## src/sv/srp_pkg.sv

```systemverilog
// Package for the segment relocation patcher.
// Holds the transaction structs, the operation and status codes and the fixed
// constants. Every other file of the block depends on it.
package srp_pkg;

    // Operation codes of an input transaction.
    typedef enum logic [1:0] {
        OP_WRITE = 2'd0,
        OP_START = 2'd1,
        OP_RELOC = 2'd2,
        OP_READ  = 2'd3
    } op_t;

    // Status codes of a result transaction.
    localparam logic [1:0] ST_OK      = 2'd0;
    localparam logic [1:0] ST_OVERRUN = 2'd1;
    localparam logic [1:0] ST_ODD     = 2'd2;

    // Configuration register indexes.
    localparam logic [1:0] CFG_TEXT_PAGES = 2'd0;
    localparam logic [1:0] CFG_RO_PAGES   = 2'd1;

    // Segment codes of a start-run transaction.
    localparam logic [1:0] SEG_TEXT = 2'd0;
    localparam logic [1:0] SEG_RO   = 2'd1;

    // Image layout constants.
    localparam logic [31:0] IMAGE_BASE  = 32'h0010_0000;
    localparam logic [31:0] OFFSET_MASK = 32'h0FFF_FFFF;
    localparam logic [31:0] REL_MASK    = 32'h7FFF_FFFF;
    localparam int          PAGE_SHIFT_WORDS = 10;   // 4 KiB page is 1024 words

    localparam int QUEUE_DEPTH = 2;

    typedef struct packed {
        logic [1:0]  operation;
        logic [15:0] word_addr;
        logic [31:0] word_value;
        logic [1:0]  segment;
        logic        reloc_kind;
        logic [15:0] skip_count;
        logic [15:0] patch_count;
    } srp_in_t;

    typedef struct packed {
        logic [31:0] read_data;
        logic [1:0]  status;
    } srp_out_t;

    // Classified command as it travels from the front end to the back end.
    typedef struct packed {
        op_t         op;
        logic        idx_ok;
        logic [15:0] word_addr;
        logic [31:0] word_value;
        logic [1:0]  segment;
        logic        reloc_kind;
        logic [15:0] skip_count;
        logic [15:0] patch_count;
    } srp_cmd_t;

    typedef enum logic [3:0] {
        BK_IDLE,
        BK_WRITE,
        BK_READ_ISSUE,
        BK_READ_DONE,
        BK_START,
        BK_REL_INIT,
        BK_PATCH_CHECK,
        BK_PATCH_MAP,
        BK_PATCH_WRITE
    } back_state_t;

endpackage

```

## src/sv/srp_front.sv

```systemverilog
// Front end of the segment relocation patcher: accepts command transactions,
// classifies them and hands them to the command queue. Depends on srp_pkg.
module srp_front #(
    parameter int MEMORY_WORDS = 65536
) (
    input  logic               clk,
    input  logic               rst_n,
    input  logic               start,
    output logic               busy,
    input  srp_pkg::srp_in_t   item,
    input  logic               q_full,
    output logic               q_push,
    output srp_pkg::srp_cmd_t  q_data
);

    localparam logic [31:0] MEM_WORDS_32 = 32'(MEMORY_WORDS);

    logic              valid_reg, valid_next;
    srp_pkg::srp_cmd_t cmd_reg, cmd_next;
    srp_pkg::srp_cmd_t classified;
    logic              accept;

    always_comb
    begin
        classified.op          = srp_pkg::op_t'(item.operation);
        classified.idx_ok      = (32'(item.word_addr) < MEM_WORDS_32);
        classified.word_addr   = item.word_addr;
        classified.word_value  = item.word_value;
        classified.segment     = item.segment;
        classified.reloc_kind  = item.reloc_kind;
        classified.skip_count  = item.skip_count;
        classified.patch_count = item.patch_count;
    end

    assign q_push = valid_reg && !q_full;
    assign busy   = valid_reg && q_full;
    assign accept = start && !busy;
    assign q_data = cmd_reg;

    always_comb
    begin
        valid_next = accept || (valid_reg && !q_push);
        cmd_next   = accept ? classified : cmd_reg;
    end

    always_ff @(posedge clk or negedge rst_n)
    begin
        if (!rst_n)
        begin
            valid_reg <= 1'b0;
        end
        else
        begin
            valid_reg <= valid_next;
        end
    end

    always_ff @(posedge clk)
    begin
        cmd_reg <= cmd_next;
    end

endmodule

```

## config.mk

```make
export PLATFORM = sky130hd
export DESIGN_NAME = srp_front
export DESIGN_NICKNAME = d
export VERILOG_FILES = /design/src/sv/srp_pkg.sv /design/src/sv/srp_front.sv
export SDC_FILE = /design/constraint.sdc
export NUM_CORES = 1
export LEC_CHECK = 0
export ABC_CLOCK_PERIOD_IN_PS = 9480
export BUFFER_PORTS_ARGS = -buffer_cell sky130_fd_sc_hd__clkbuf_2
export CAP_MARGIN = 20
export CORE_AREA = 2 2 83 85
export CTS_BUF_LIST = sky130_fd_sc_hd__clkbuf_8
export DETAILED_ROUTE_END_ITERATION = 6
export DIE_AREA = 0 0 85 87
export PLACE_DENSITY = 0.78
export SLEW_MARGIN = 10
export SYNTH_ARGS = -nofsm -noshare
export SYNTH_HDL_FRONTEND = slang
export SYNTH_SLANG_ARGS = --single-unit
```

## constraint.sdc

```tcl
create_clock -name clk -period 9.48 [get_ports clk]
set_input_delay 0.474 -clock clk [delete_from_list [all_inputs] [get_ports clk]]
set_output_delay 0.474 -clock clk [all_outputs]
set_load 0.1 [all_outputs]
```

==> qor.csv <==
metric,value,unit
wl_per_cell,15.5,um
dp.cells,347,
grt_pass1_vias,1685,
netlist_area,0.00262,mm2
cp.arrival,1.39,ns
worst_slew_pin_slew,1.04,ns
p_per_area,240,mW/mm2
core,0.00657,mm2
drv_cap,0,
die_x,85,um
end_kind,primary output,
use_met2,25.6,%
cts_root_buf,clkbuf_8,
fp.dieH,87,um
ir_worst_vdd,148,uV
worstPathRequired,9.01,ns
slew_headroom,30.8,%
final_cells,364,
drive_gt1_share,68.7,%
drt_wl_total,5630,um
hold_class,input pin to flip-flop,
rsz0062_at_grt,false,
synth_flop_cell,edfxtp_1,
synthTopCellsByArea,"edfxtp_1, dfrtp_1, a21o_2",
post-route-drc-count,0,
cts_tree,built,
yosys.area.top_type_share,97.4,%
synthDistinctLibCells,8,
yosysWarnings,0,
post_cts_buffers,0,
setup_tns,0,ns
largest_reg_flops,85,
antenna_cells,0,
antenna_left,0,
grtUsageMet3,8.53,%
cts_max_path_buffers,2,
start_util,39.9,%
syn_avg_cell_area,28.5,um2
hold_viol_final,0,
cts.sinks,86,
status,completed,
synth_edf_count,85,
synth_nets,181,
ys_seq_area_share,98.3,%
cts_made_buffers,9,
met1_usage,15.1,%
track_usage,15.2,%
drt-initial-drc-count,91,
gp_congestion,0.714,
ys_ff_latch,86,
io_buffers,175,
via_per_inst,4.40,
grt_overflow_total,0,
htreeDepth,3,
vias,1602,
slowest_stage,clkbuf_2,
skew,0.0107,ns
drtPass1Iterations,4,
antenna_found_initial,1,
yosys.area.top_type,edfxtp_1,
setup_viol,0,
crit_type,flip-flop to primary output,
areaGrowthSynthToFinish,46.5,%
cts_resized,0,
drv_slew,0,
place_hpwl,4180,um
die-area,0.00740,mm2
worst_hold_slack,0.290,ns
fmaxAchievable,0.536,GHz
finalCriticalPeriod,1.87,ns
grt_busiest_layer,met2,
yosysMostFrequentCell,edfxtp_1,
final_nets,368,
cpPeakStageDelay,0.45,ns
grt_max_degree,86,
placed_cell_area,0.00361,mm2
ios,177,
worstPathMaxFanout,4,
final_cell_area,0.00384,mm2
fp-row-count,30,
cp_cell_sequence,and2_2 -> clkbuf_2,
grt_first_pass_wirelength,8110,um
path_clk_slew,0.09,ns
period_share,19.7,%
cp-start-kind,flip-flop,
leakagePower,1.70,nW
clk_latency,0.35,ns
syn_inst,92,
async_flop_share,1.16,%
==> layout by cell type (no fill, tap or decap) <==
master,synthesis,routed
a21boi_4,0,1
a21o_2,1,1
and2_2,1,1
and2b_2,1,1
buf_4,1,1
bufinv_16,0,2
clkbuf_2,0,175
clkbuf_8,0,9
clkinv_4,0,3
conb_1,1,1
dfrtp_1,1,1
dlygate4sd3_1,0,1
edfxtp_1,85,85
inv_1,0,1
inv_6,0,1
==> worst max-delay path, delay by kind of cell, from the launching register on <==
kind	cells	cell delay (ns)
flops	1	0.42
simple gates	1	0.17
buf+inv	1	0.45
==> through the flow <==
step	power, mW	setup slack (ns)	util, %
after floorplan	0.618	2.17	-
after global placement	0.651	7.56	54.9
after detailed placement	0.653	7.50	54.9
after CTS	0.932	7.59	58.5
after global routing	0.949	7.55	58.5
final	0.923	7.61	58.5
==> final timing paths <==
| path | end | depth (start not counted) | slack (ns) | start |
|---|---|---|---|---|
| max | busy | 2 | 7.61 | valid_reg$_DFF_PN0_ |
| min | q_data[13]$_DFFE_PP_ | 1 | 0.29 | item[13] |
| max reg2reg | q_data[60]$_DFFE_PP_ | 2 | 7.69 | valid_reg$_DFF_PN0_ |
| min reg2reg | valid_reg$_DFF_PN0_ | 1 | 0.59 | valid_reg$_DFF_PN0_ |
| max in group asynchronous | valid_reg$_DFF_PN0_ | 2 | 8.96 | rst_n |
| min in group asynchronous | valid_reg$_DFF_PN0_ | 2 | 0.44 | rst_n |
==> repair_timing <==
item	in CTS	in global routing
hold buffers	1	0
endpoints found under the setup margin	0	0
endpoints found under the hold margin	1	0
==> cells by family (layout without fill, tap and decap cells) <==
group | after synthesis | count (layout) | share of synthesized area (%)
other | 1 | 1 | 0.143
AOI/OAI and AO/OA | 2 | 2 | 0.621
DFF | 86 | 86 | 98.3
buffers and inverters | 1 | 193 | 0.287
and+or+nand+nor | 2 | 2 | 0.621
==> metal layers <==
layer | part of all wire [%] | up-vias
li1 | - | 741
met1 | 32 | 748
met2 | 53 | 96
met3 | 12 | 15
met4 | 2.3 | 2
met5 | 0.23 | -
==> report_power, final <==
part	leakage (nW)	internal (mW)	total (mW)	switching [mW]
logic	0.761	0.0262	0.195	0.169
registers	0.820	0.443	0.449	0.00552
clock network	0.115	0.150	0.279	0.129
==> layout make-up <==
class                   count  area, um2
clock buffers               9        124
clock inverters             7       98.8
fillers                   503       2730
multi-input cells           5       47.5
flip-flops and latches     86       2580
well taps                  80        100
repair buffers            177        893
Power figures use the tool's default switching activity.
