===== src/sv/srp_pkg.sv =====
// Package for the segment relocation patcher.
// Holds the transaction structs, the operation and status codes and the fixed
// constants. Every other file of the block depends on it.
package srp_pkg;

    // Operation codes of an input transaction.
    typedef enum logic [1:0] {
        OP_WRITE = 2'd0,
        OP_START = 2'd1,
        OP_RELOC = 2'd2,
        OP_READ  = 2'd3
    } op_t;

    // Status codes of a result transaction.
    localparam logic [1:0] ST_OK      = 2'd0;
    localparam logic [1:0] ST_OVERRUN = 2'd1;
    localparam logic [1:0] ST_ODD     = 2'd2;

    // Configuration register indexes.
    localparam logic [1:0] CFG_TEXT_PAGES = 2'd0;
    localparam logic [1:0] CFG_RO_PAGES   = 2'd1;

    // Segment codes of a start-run transaction.
    localparam logic [1:0] SEG_TEXT = 2'd0;
    localparam logic [1:0] SEG_RO   = 2'd1;

    // Image layout constants.
    localparam logic [31:0] IMAGE_BASE  = 32'h0010_0000;
    localparam logic [31:0] OFFSET_MASK = 32'h0FFF_FFFF;
    localparam logic [31:0] REL_MASK    = 32'h7FFF_FFFF;
    localparam int          PAGE_SHIFT_WORDS = 10;   // 4 KiB page is 1024 words

    localparam int QUEUE_DEPTH = 2;

    typedef struct packed {
        logic [1:0]  operation;
        logic [15:0] word_addr;
        logic [31:0] word_value;
        logic [1:0]  segment;
        logic        reloc_kind;
        logic [15:0] skip_count;
        logic [15:0] patch_count;
    } srp_in_t;

    typedef struct packed {
        logic [31:0] read_data;
        logic [1:0]  status;
    } srp_out_t;

    // Classified command as it travels from the front end to the back end.
    typedef struct packed {
        op_t         op;
        logic        idx_ok;
        logic [15:0] word_addr;
        logic [31:0] word_value;
        logic [1:0]  segment;
        logic        reloc_kind;
        logic [15:0] skip_count;
        logic [15:0] patch_count;
    } srp_cmd_t;

    typedef enum logic [3:0] {
        BK_IDLE,
        BK_WRITE,
        BK_READ_ISSUE,
        BK_READ_DONE,
        BK_START,
        BK_REL_INIT,
        BK_PATCH_CHECK,
        BK_PATCH_MAP,
        BK_PATCH_WRITE
    } back_state_t;

endpackage


===== src/sv/srp_queue.sv =====
// Two-entry command queue between the front end and the back end of the
// segment relocation patcher. Depends on srp_pkg.
module srp_queue (
    input  logic               clk,
    input  logic               rst_n,
    input  logic               push,
    input  srp_pkg::srp_cmd_t  push_data,
    output logic               full,
    input  logic               pop,
    output srp_pkg::srp_cmd_t  pop_data,
    output logic               empty
);

    localparam int IDX_W = $clog2(srp_pkg::QUEUE_DEPTH);
    localparam int CNT_W = $clog2(srp_pkg::QUEUE_DEPTH + 1);

    srp_pkg::srp_cmd_t entry_reg [srp_pkg::QUEUE_DEPTH];
    logic [IDX_W-1:0]  wr_ptr_reg, wr_ptr_next;
    logic [IDX_W-1:0]  rd_ptr_reg, rd_ptr_next;
    logic [CNT_W-1:0]  count_reg, count_next;

    assign full     = (count_reg == CNT_W'(srp_pkg::QUEUE_DEPTH));
    assign empty    = (count_reg == '0);
    assign pop_data = entry_reg[rd_ptr_reg];

    always_comb
    begin
        wr_ptr_next = wr_ptr_reg;
        rd_ptr_next = rd_ptr_reg;
        count_next  = count_reg;
        if (push)
        begin
            wr_ptr_next = (32'(wr_ptr_reg) == srp_pkg::QUEUE_DEPTH - 1) ? '0
                                                                        : wr_ptr_reg + 1'b1;
        end
        if (pop)
        begin
            rd_ptr_next = (32'(rd_ptr_reg) == srp_pkg::QUEUE_DEPTH - 1) ? '0
                                                                        : rd_ptr_reg + 1'b1;
        end
        if (push && !pop)
        begin
            count_next = count_reg + 1'b1;
        end
        else if (pop && !push)
        begin
            count_next = count_reg - 1'b1;
        end
    end

    always_ff @(posedge clk or negedge rst_n)
    begin
        if (!rst_n)
        begin
            wr_ptr_reg <= '0;
            rd_ptr_reg <= '0;
            count_reg  <= '0;
        end
        else
        begin
            wr_ptr_reg <= wr_ptr_next;
            rd_ptr_reg <= rd_ptr_next;
            count_reg  <= count_next;
        end
    end

    always_ff @(posedge clk)
    begin
        if (push)
        begin
            entry_reg[wr_ptr_reg] <= push_data;
        end
    end

endmodule


===== config.mk =====
export PLATFORM = sky130hd
export DESIGN_NAME = srp_queue
export DESIGN_NICKNAME = d
export VERILOG_FILES = /design/src/sv/srp_pkg.sv /design/src/sv/srp_queue.sv
export SDC_FILE = /design/constraint.sdc
export NUM_CORES = 1
export LEC_CHECK = 0
export ABC_AREA = 0
export BUFFER_PORTS_ARGS = -buffer_cell sky130_fd_sc_hd__clkbuf_2
export CAP_MARGIN = 20
export CORE_AREA = 2 2 151 153
export DETAILED_ROUTE_END_ITERATION = 8
export DIE_AREA = 0 0 153 155
export SYNTH_ARGS = -nofsm -noshare
export SYNTH_HDL_FRONTEND = slang
export SYNTH_SLANG_ARGS = --single-unit

===== constraint.sdc =====
create_clock -name clk -period 4.6 [get_ports clk]
set_input_delay 0.92 -clock clk [delete_from_list [all_inputs] [get_ports clk]]
set_output_delay 0.92 -clock clk [all_outputs]
set_load 0.02 [all_outputs]

==> results.py, run 1 <==
metrics = {
    "timing": {
        "fin_crit_sh": 0.684,
        "finalSetupViolations": 0,
        "rsz0062_at_grt": "no",
        "timing_worst_slew_pin_value_ns": 0.926,
        "hold_slack_ns": 0.303,
        "hold_viol": 0,
        "drv_slew": 0,
        "fin_skew_ns": 0.00395,
        "period_minus_slack_ns": 3.15,
        "max_freq_mhz": 318,
        "slew_headroom": 0.383,
        "setup_tns_ns": 0,
    },
    "global_route": {
        "grt_max_degree": 67,
        "grt_first_pass_wirelength_um": 18800,
        "met3_usage": 0.0370,
        "met1_usage": 0.114,
        "top_usage_layer": "met2",
        "met2_usage": 0.186,
        "overflow": 0,
        "grt_antenna_before_repair": 0,
        "grt_pass1_vias": 3629,
        "grtUsageTotal": 0.103,
    },
    "clocking": {
        "cts_buffers": 17,
        "clkLatencyLatePin_ns": 0.41,
        "cts_tree": "yes",
        "post-cts-setup-buffers": 0,
        "cts_sinks": 176,
        "cts_root_buf": "clkbuf_16",
        "hold_buffers": 0,
        "cts_resized": 0,
        "htreeDepth": 4,
        "path_clk_slew_ns": 0.06,
        "ctsLongestPathBuffers": 2,
    },
    "floorplan": {
        "pin_count": 178,
        "start_util": 0.293,
        "num_rows": 55,
        "dieHeight_um": 155,
        "coreArea_mm2": 0.0222,
        "die_x_um": 153,
        "die_area_mm2": 0.0237,
    },
    "routing": {
        "routed_wl_um": 11800,
        "drc": 0,
        "first_pass_iters": 4,
        "drt-initial-drc-count": 187,
        "wl_per_cell_um": 15.3,
        "antenna_left": 0,
        "via_count": 3272,
        "viasPerCell": 4.24,
    },
    "final_layout": {
        "nets": 566,
        "drive_gt1_frac": 0.618,
        "multi_input_area_mm2": 0.00117,
        "utilization": 0.375,
        "largest_reg_flops": 172,
        "seqCellArea_mm2": 0.00527,
        "areaGrowthSynthToFinish_pct": 27.9,
        "design_area_mm2": 0.00833,
        "diodes": 0,
        "fillers": 2088,
    },
    "place": {
        "place_area_mm2": 0.00774,
        "port_buffers": 177,
        "place_congestion": 0.680,
        "hpwl_um": 8110,
    },
    "setup_path": {
        "required_ns": 3.68,
        "end_kind": "primary output",
        "crit_start": "rd_ptr_reg",
        "rr_startpoint": "wr_ptr_reg",
        "worstPathMaxFanout": 54,
        "critPathLaunchType": "flop",
        "arrival_ns": 2.23,
        "worstSetupPathType": "flop to primary output",
    },
    "logic_synthesis": {
        "synth-seq-cells": 176,
        "async_reset_ff_frac": 0.0227,
        "synth.yosys.seq_area_share": 0.808,
        "synthFlopType": "edfxtp_1",
        "syn_area_mm2": 0.00651,
        "yosysMostFrequentCell": "edfxtp_1",
        "synth.area.top_cells": "edfxtp_1, mux2_2, mux2_4, dfrtp_1, buf_6",
        "synth_commonest_cells": "edfxtp_1, mux2_2, mux2_4, buf_2, buf_6",
        "synth_enable_flop_cells": 172,
        "synth_cell_types": 13,
        "synth_fp_nets": 375,
        "syn_avg_cell_area_um2": 22.9,
        "synth_warnings": 0,
        "yosysTopAreaCellShare": 0.793,
        "synth_top_area_cell": "edfxtp_1",
        "syn_inst": 284,
    },
    "power": {
        "powerDensity_mw_per_mm2": 637,
        "ir_drop_v": 0.000240,
        "p_leak_nw": 3.22,
        "finalPower_mw": 5.31,
    },
    "hold_path": {
        "worstHoldPathType": "input port to async pin",
    },
    "run": {
        "maxCapViolCount": 0,
    },
    "run_status": {
        "status": "complete, no violations",
    },
}
-- layout make-up --
type | instances | share of cell area
Inverter | 1 | 0.000451
Timing Repair Buffer | 182 | 0.115
Sequential cell | 176 | 0.632
Clock inverter | 13 | 0.0167
Multi-Input combinational cell | 97 | 0.141
Tap cell | 285 | 0.0428
Clock buffer | 18 | 0.0515
-- layout by cell type (no fill, tap or decap), types with 3 or more instances in the layout --
master / synthesis / final
edfxtp_1: 172 / 172
dfrtp_1: 4 / 3
clkinv_2: 0 / 3
buf_12: 0 / 3
mux2_2: 56 / 56
clkinvlp_4: 0 / 5
inv_6: 0 / 3
clkbuf_2: 0 / 177
mux2_4: 30 / 30
clkbuf_16: 0 / 17
xor2_1: 4 / 4
-- per-stage QoR --
step           instances  setup WS [ns]
6_report             772           1.45
3_5_place_dp         740           1.87
2_1_floorplan        284          0.997
5_1_grt              772           1.31
4_1_cts              771           1.40
3_3_place_gp         740           1.89
-- worst paths after layout --
check                           cells after the start          endpoint  slack (ns)
worst max-delay path                                3      pop_data[59]        1.45
max in group asynchronous                           1        rd_ptr_reg        4.16
worst max register to register                      2  entry_reg[1][12]        2.62
min in group clk                                    1      count_reg[1]        0.51
worst min register to register                      1      count_reg[1]        0.51
worst min-delay path                                1      count_reg[0]        0.30
-- metal layers --
| layer | wire (µm) | vias to the layer above |
|---|---|---|
| met5 | 0 | - |
| met4 | 121 | 0 |
| met3 | 744 | 8 |
| met2 | 6240 | 115 |
| met1 | 4740 | 1648 |
| li1 | - | 1501 |
-- critical path, stage by stage (launching register included) --
cell	delay, ns
dfrtp_4	0.79
buf_12	0.36
mux2_2	0.39
clkbuf_2	0.16
-- report_power, final --
group	leakage, nW	switching (mW)	internal, mW	total (mW)
Combinational	1.29	0.945	0.706	1.65
Clock	0.265	0.579	0.799	1.38
Sequential	1.66	0.151	2.13	2.28
-- cell families after synthesis --
kind of cell / share of synthesized area
flops: 0.808
mux: 0.166
xor+xnor: 0.00672
fa+ha+maj: 0.00192
buf+inv: 0.0131
simple gates: 0.00403
Note: power is estimated with default switching activity, not from simulation.
==> inputs of run 2 (changes only) <==
- ABC_AREA: 0 -> 1
- clock period: 4.6 -> 2.53 ns (I/O delays scaled with it)
==> run 2 against run 1 <==
  * Global-route usage is 0.20 points higher
  * Sequential power is 76% higher
  * Sequential cell count stayed put
  * Clock power is 100% higher
  * Non-clock buffer count is 2 higher
  * Power is 87% higher
  * Clock skew is 0.0039 ns higher
  * Combinational power is 90% higher
  * Critical path type unchanged
  * Highest routed layer unchanged
  * Sequential share of layout area is 0.56 points lower
  * Critical path depth stayed put
  * Setup slack worse by 1.3 ns
==> results.py, run 2 <==
metrics = {
    "global_route": {
        "grt_first_pass_wirelength_um": 18900,
        "grt_max_degree": 75,
        "grt_antenna_before_repair": 0,
        "grtUsageTotal": 0.105,
        "overflow": 0,
        "grt_pass1_vias": 3650,
    },
    "power": {
        "p_seq_frac": 0.405,
        "internal_power_mw": 6.81,
        "powerDensity_mw_per_mm2": 1180,
        "p_leak_nw": 3.27,
        "comb_power_share": 0.317,
        "switchingPower_mw": 3.12,
        "netSwitchingFraction": 0.314,
        "finalPower_mw": 9.92,
        "ir_drop_v": 0.000440,
        "pwr-share-clk": 0.278,
    },
    "floorplan": {
        "die_area_mm2": 0.0237,
        "dieHeight_um": 155,
        "coreArea_mm2": 0.0222,
        "start_util": 0.294,
        "pin_count": 178,
        "num_rows": 55,
        "die_x_um": 153,
    },
    "clocking": {
        "clkLatencyLatePin_ns": 0.41,
        "cts_tree": "yes",
        "htreeDepth": 4,
        "cts_sinks": 176,
        "ctsLongestPathBuffers": 2,
        "cts_root_buf": "clkbuf_16",
        "cts_resized": 0,
        "cts_buffers": 17,
        "post-cts-setup-buffers": 0,
        "path_clk_slew_ns": 0.07,
    },
    "logic_synthesis": {
        "synth_top_area_cell": "edfxtp_1",
        "yosysTopAreaCellShare": 0.791,
        "syn_avg_cell_area_um2": 22.3,
        "async_reset_ff_frac": 0.0227,
        "yosysMostFrequentCell": "edfxtp_1",
        "synthFlopType": "edfxtp_1",
        "synth_warnings": 0,
        "synth.area.top_cells": "edfxtp_1, mux2_2, mux2_4, dfrtp_1, buf_6",
        "syn_inst": 293,
        "synth_enable_flop_cells": 172,
        "synth_commonest_cells": "edfxtp_1, mux2_2, mux2_4, inv_1",
        "synth.yosys.seq_area_share": 0.806,
        "synth_cell_types": 14,
        "synth-seq-cells": 176,
        "synth_fp_nets": 384,
        "syn_area_mm2": 0.00653,
    },
    "setup_path": {
        "worstSetupPathType": "flop to primary output",
        "required_ns": 2.02,
        "cpPeakStageDelay_ns": 0.43,
        "ff2ff_path_depth": 3,
        "worstPathMaxFanout": 74,
        "worstPathCellList": "buf_12 > mux2_2 > clkbuf_2",
        "crit_family": "buffers and inverters",
        "cp_num_buf_inv": 2,
        "ff2ff_setup_slack_ns": 1.01,
        "worst_path_max_delay_cell": "dfrtp_4",
        "rr_startpoint": "wr_ptr_reg",
        "arrival_ns": 1.85,
        "critPathLaunchType": "flop",
        "end_kind": "primary output",
        "regToRegEndpoint": "entry_reg[1][37]",
    },
    "final_layout": {
        "largest_reg_flops": 172,
        "drive_gt1_frac": 0.605,
        "fillers": 2089,
        "design_area_mm2": 0.00841,
        "final_common_cell": "clkbuf_2",
        "nets": 577,
        "diodes": 0,
        "fin_cells": 784,
        "layout_common_cells": "clkbuf_2, edfxtp_1, mux2_2",
        "areaGrowthSynthToFinish_pct": 28.6,
    },
    "timing": {
        "hold_viol": 0,
        "setup_tns_ns": 0,
        "finalSetupViolations": 0,
        "timing_worst_slew_pin_value_ns": 0.633,
        "fin_crit_sh": 0.930,
        "period_minus_slack_ns": 2.35,
        "rsz0062_at_grt": "no",
        "hold_slack_ns": 0.274,
        "slew_headroom": 0.578,
        "fin_skew_ns": 0.00788,
        "max_freq_mhz": 425,
        "drv_slew": 0,
    },
    "routing": {
        "via_count": 3349,
        "viasPerCell": 4.27,
        "drt-initial-drc-count": 190,
        "drc": 0,
        "wl_per_cell_um": 15.5,
        "antenna_left": 0,
        "routed_wl_um": 12200,
        "first_pass_iters": 4,
    },
    "place": {
        "place_congestion": 0.685,
        "place_area_mm2": 0.00777,
        "hpwl_um": 8210,
        "port_buffers": 177,
        "dpl.cell_count": 751,
    },
    "hold_path": {
        "whs_endpoint": "entry_reg[1][2]",
        "worstHoldPathType": "input port to flop",
        "worstHoldPathCells": 1,
        "worstHoldStart": "push_data[2]",
    },
    "run_status": {
        "status": "complete, no violations",
    },
    "run": {
        "maxCapViolCount": 0,
    },
}
## run 2: cell families (layout without fill, tap and decap cells)
logic type / count (synthesis) / count (layout) / share of synthesized area
DFF: 176 / 176 / 0.806
muxes: 86 / 86 / 0.165
buffers and inverters: 17 / 223 / 0.0165
and+or+nand+nor: 10 / 10 / 0.00632
xor gates and xnor gates: 3 / 3 / 0.00402
adders and majority gates: 1 / 1 / 0.00191
## run 2: worst max path at each step
stage / startpoint / end / slack (ns) / depth (start not counted)
after floorplan: push / entry_reg[1][0] / 0.29 / 2
after global routing: rd_ptr_reg / pop_data[73] / 0.08 / 3
after global placement: rd_ptr_reg / pop_data[9] / 0.64 / 3
final: rd_ptr_reg / pop_data[73] / 0.18 / 3
after detailed placement: rd_ptr_reg / pop_data[73] / 0.60 / 3
after CTS: rd_ptr_reg / pop_data[73] / 0.13 / 3
## run 2: power groups by stage
| stage | combinational, mW | sequential, mW | clock (mW) |
|---|---|---|---|
| final | 3.14 | 4.02 | 2.76 |
| after global routing | 3.38 | 4.07 | 2.96 |
| after floorplan | 2.30 | 4.05 | 0 |
| after global placement | 3.16 | 4.06 | 0 |
| after detailed placement | 3.21 | 4.09 | 0 |
| after CTS | 3.22 | 4.03 | 2.85 |
## run 2: layout make-up
class                   count  area (µm²)  area share
repair buffers            184         953       0.113
multi-input cells         100        1170       0.139
inverters                   7        30.0     0.00357
flip-flops and latches    176        5270       0.627
well taps                 285         357      0.0424
clock inverters            15         203      0.0241
clock buffers              17         425      0.0506
## run 2: stage by stage
stage / setup slack (ns) / util
detailed placement: 0.603 / 0.349
finish: 0.177 / 0.378
floorplan: 0.290 / -
global route: 0.0840 / 0.378
CTS: 0.133 / 0.378
global placement: 0.638 / 0.349
## run 2: what timing repair did
| action | CTS | global route |
|---|---|---|
| hold buffers | 1 | 0 |
| setup endpoints to repair | 0 | 0 |
| hold endpoints to repair | 4 | 0 |
## run 2: per-layer routing
layer	global-route usage	vias to the layer above	wire length, µm
met2	0.177	125	6030
li1	-	1535	-
met5	0	-	0
met1	0.119	1679	4960
met3	0.0457	10	1020
met4	0.0428	0	137
==> inputs of run 3 (changes only) <==
- CELL_PAD_IN_SITES_DETAIL_PLACEMENT: default -> 1
- CELL_PAD_IN_SITES_GLOBAL_PLACEMENT: default -> 2
- PLACE_DENSITY_LB_ADDON: default -> 0.1
==> run 3 against run 2 <==
  * Clock skew grew 0.0024 ns
  * Final cell count decreased by 0.13%
  * Non-clock buffer count unchanged
  * Critical path type unchanged
  * Register-to-register slack gained 0.11 ns
==> results.py, run 3 (synthesis gave the netlist of run 2 again) <==
metrics = {
    "clocking": {
        "clkLatencyLatePin_ns": 0.42,
        "cts_tree": "yes",
        "path_clk_slew_ns": 0.07,
        "cts_root_buf": "clkbuf_16",
        "htreeDepth": 4,
        "cts_buffers": 17,
        "cts_sinks": 176,
        "post-cts-setup-buffers": 0,
        "ctsLongestPathBuffers": 2,
    },
    "global_route": {
        "grt_first_pass_wirelength_um": 20300,
        "grt_max_degree": 55,
        "grtUsageTotal": 0.114,
        "grt_pass1_vias": 3730,
        "overflow": 0,
        "grt_antenna_before_repair": 1,
    },
    "setup_path": {
        "crit_start": "rd_ptr_reg",
        "critPathLaunchType": "flop",
        "cpPeakStageDelay_ns": 0.60,
        "worstPathCellList": "buf_16 > mux2_2 > clkbuf_2",
        "required_ns": 2.02,
        "rr_startpoint": "wr_ptr_reg",
        "arrival_ns": 1.91,
        "end_kind": "primary output",
        "worstSetupPathType": "flop to primary output",
        "worst_path_max_delay_cell": "dfrtp_4",
        "worstPathMaxFanout": 45,
    },
    "final_layout": {
        "fin_cells": 783,
        "nets": 577,
        "utilization": 0.379,
        "drive_gt1_frac": 0.604,
        "layout_common_cells": "clkbuf_2, edfxtp_1, mux2_2",
        "diodes": 0,
        "largest_reg_flops": 172,
        "areaGrowthSynthToFinish_pct": 28.9,
        "final_common_cell": "clkbuf_2",
    },
    "timing": {
        "hold_viol": 0,
        "timing_worst_slew_pin_value_ns": 0.468,
        "fin_crit_sh": 0.954,
        "drv_slew": 0,
        "slew_headroom": 0.688,
        "max_freq_mhz": 414,
        "setup_tns_ns": 0,
        "rsz0062_at_grt": "no",
        "period_minus_slack_ns": 2.41,
        "finalSetupViolations": 0,
        "fin_skew_ns": 0.0103,
    },
    "place": {
        "dpl.cell_count": 751,
        "port_buffers": 177,
        "hpwl_um": 8620,
        "place_congestion": 0.657,
    },
    "power": {
        "p_leak_nw": 3.27,
        "ir_drop_v": 0.000520,
        "powerDensity_mw_per_mm2": 1170,
    },
    "routing": {
        "drt-initial-drc-count": 126,
        "wl_per_cell_um": 16.9,
        "routed_wl_um": 13300,
        "via_count": 3340,
        "antenna_left": 0,
        "viasPerCell": 4.27,
        "first_pass_iters": 4,
        "drc": 0,
    },
    "floorplan": {
        "start_util": 0.294,
        "dieHeight_um": 155,
        "coreArea_mm2": 0.0222,
        "num_rows": 55,
        "die_area_mm2": 0.0237,
        "die_x_um": 153,
        "pin_count": 178,
    },
    "hold_path": {
        "worstHoldStart": "push_data[33]",
        "worstHoldPathType": "input port to flop",
    },
    "run_status": {
        "status": "complete, no violations",
    },
    "run": {
        "maxCapViolCount": 0,
    },
}
run 3: critical path, delay by kind of cell, from the launching register on:
family	cells	cell delay, ns
flip-flops	1	0.60
multiplexers	1	0.39
buffers and inverters	2	0.46
run 3: final timing paths:
| kind | to | slack, ns | cells after the start |
|---|---|---|---|
| worst max register to register | entry_reg[1][71] | 1.12 | 3 |
| worst max-delay path | pop_data[79] | 0.12 | 3 |
| min in group asynchronous | count_reg[1] | 0.46 | 2 |
| max in group asynchronous | rd_ptr_reg | 1.93 | 2 |
| worst min-delay path | entry_reg[1][33] | 0.27 | 1 |
| worst min register to register | count_reg[1] | 0.51 | 2 |
run 3: layout make-up:
type                    count  area (µm²)
fillers                  2244       13800
flip-flops and latches    176        5270
clock inverters            13         156
clock buffers              18         429
inverters                   7        30.0
multi-input cells         100        1170
repair buffers            184        1010
well taps                 285         357
run 3: where the power goes:
| group | total (mW) | switching [mW] | internal (mW) |
|---|---|---|---|
| sequential | 4.06 | 0.196 | 3.87 |
| clock | 2.61 | 1.13 | 1.47 |
| combinational | 3.20 | 1.87 | 1.33 |
run 3: through the flow:
step / worst slack (ns) / cell area [µm²] / hold slack, ns / total power [mW]
after floorplan: 0.290 / 6550 / 0.210 / 6.35
after global placement: 0.524 / 7820 / 0.324 / 7.39
after detailed placement: 0.508 / 7820 / 0.323 / 7.42
after CTS: 0.0365 / 8410 / 0.242 / 10.1
after global routing: 0.00327 / 8420 / 0.240 / 10.4
final: 0.115 / 8420 / 0.269 / 9.87
run 3: per-layer routing:
| metal | global-route usage | vias up | share of wire |
|---|---|---|---|
| met5 | 0 | - | 0 |
| met4 | 0.0397 | 0 | 0.013 |
| met3 | 0.0496 | 17 | 0.079 |
| met2 | 0.189 | 123 | 0.49 |
| met1 | 0.134 | 1666 | 0.42 |
| li1 | - | 1534 | - |
run 3: timing repair:
| action | CTS | global route |
|---|---|---|
| setup endpoints to repair | 0 | 1 |
| hold endpoints to repair | 4 | 0 |
| gates resized for setup | 0 | 1 |
| hold buffers | 1 | 0 |
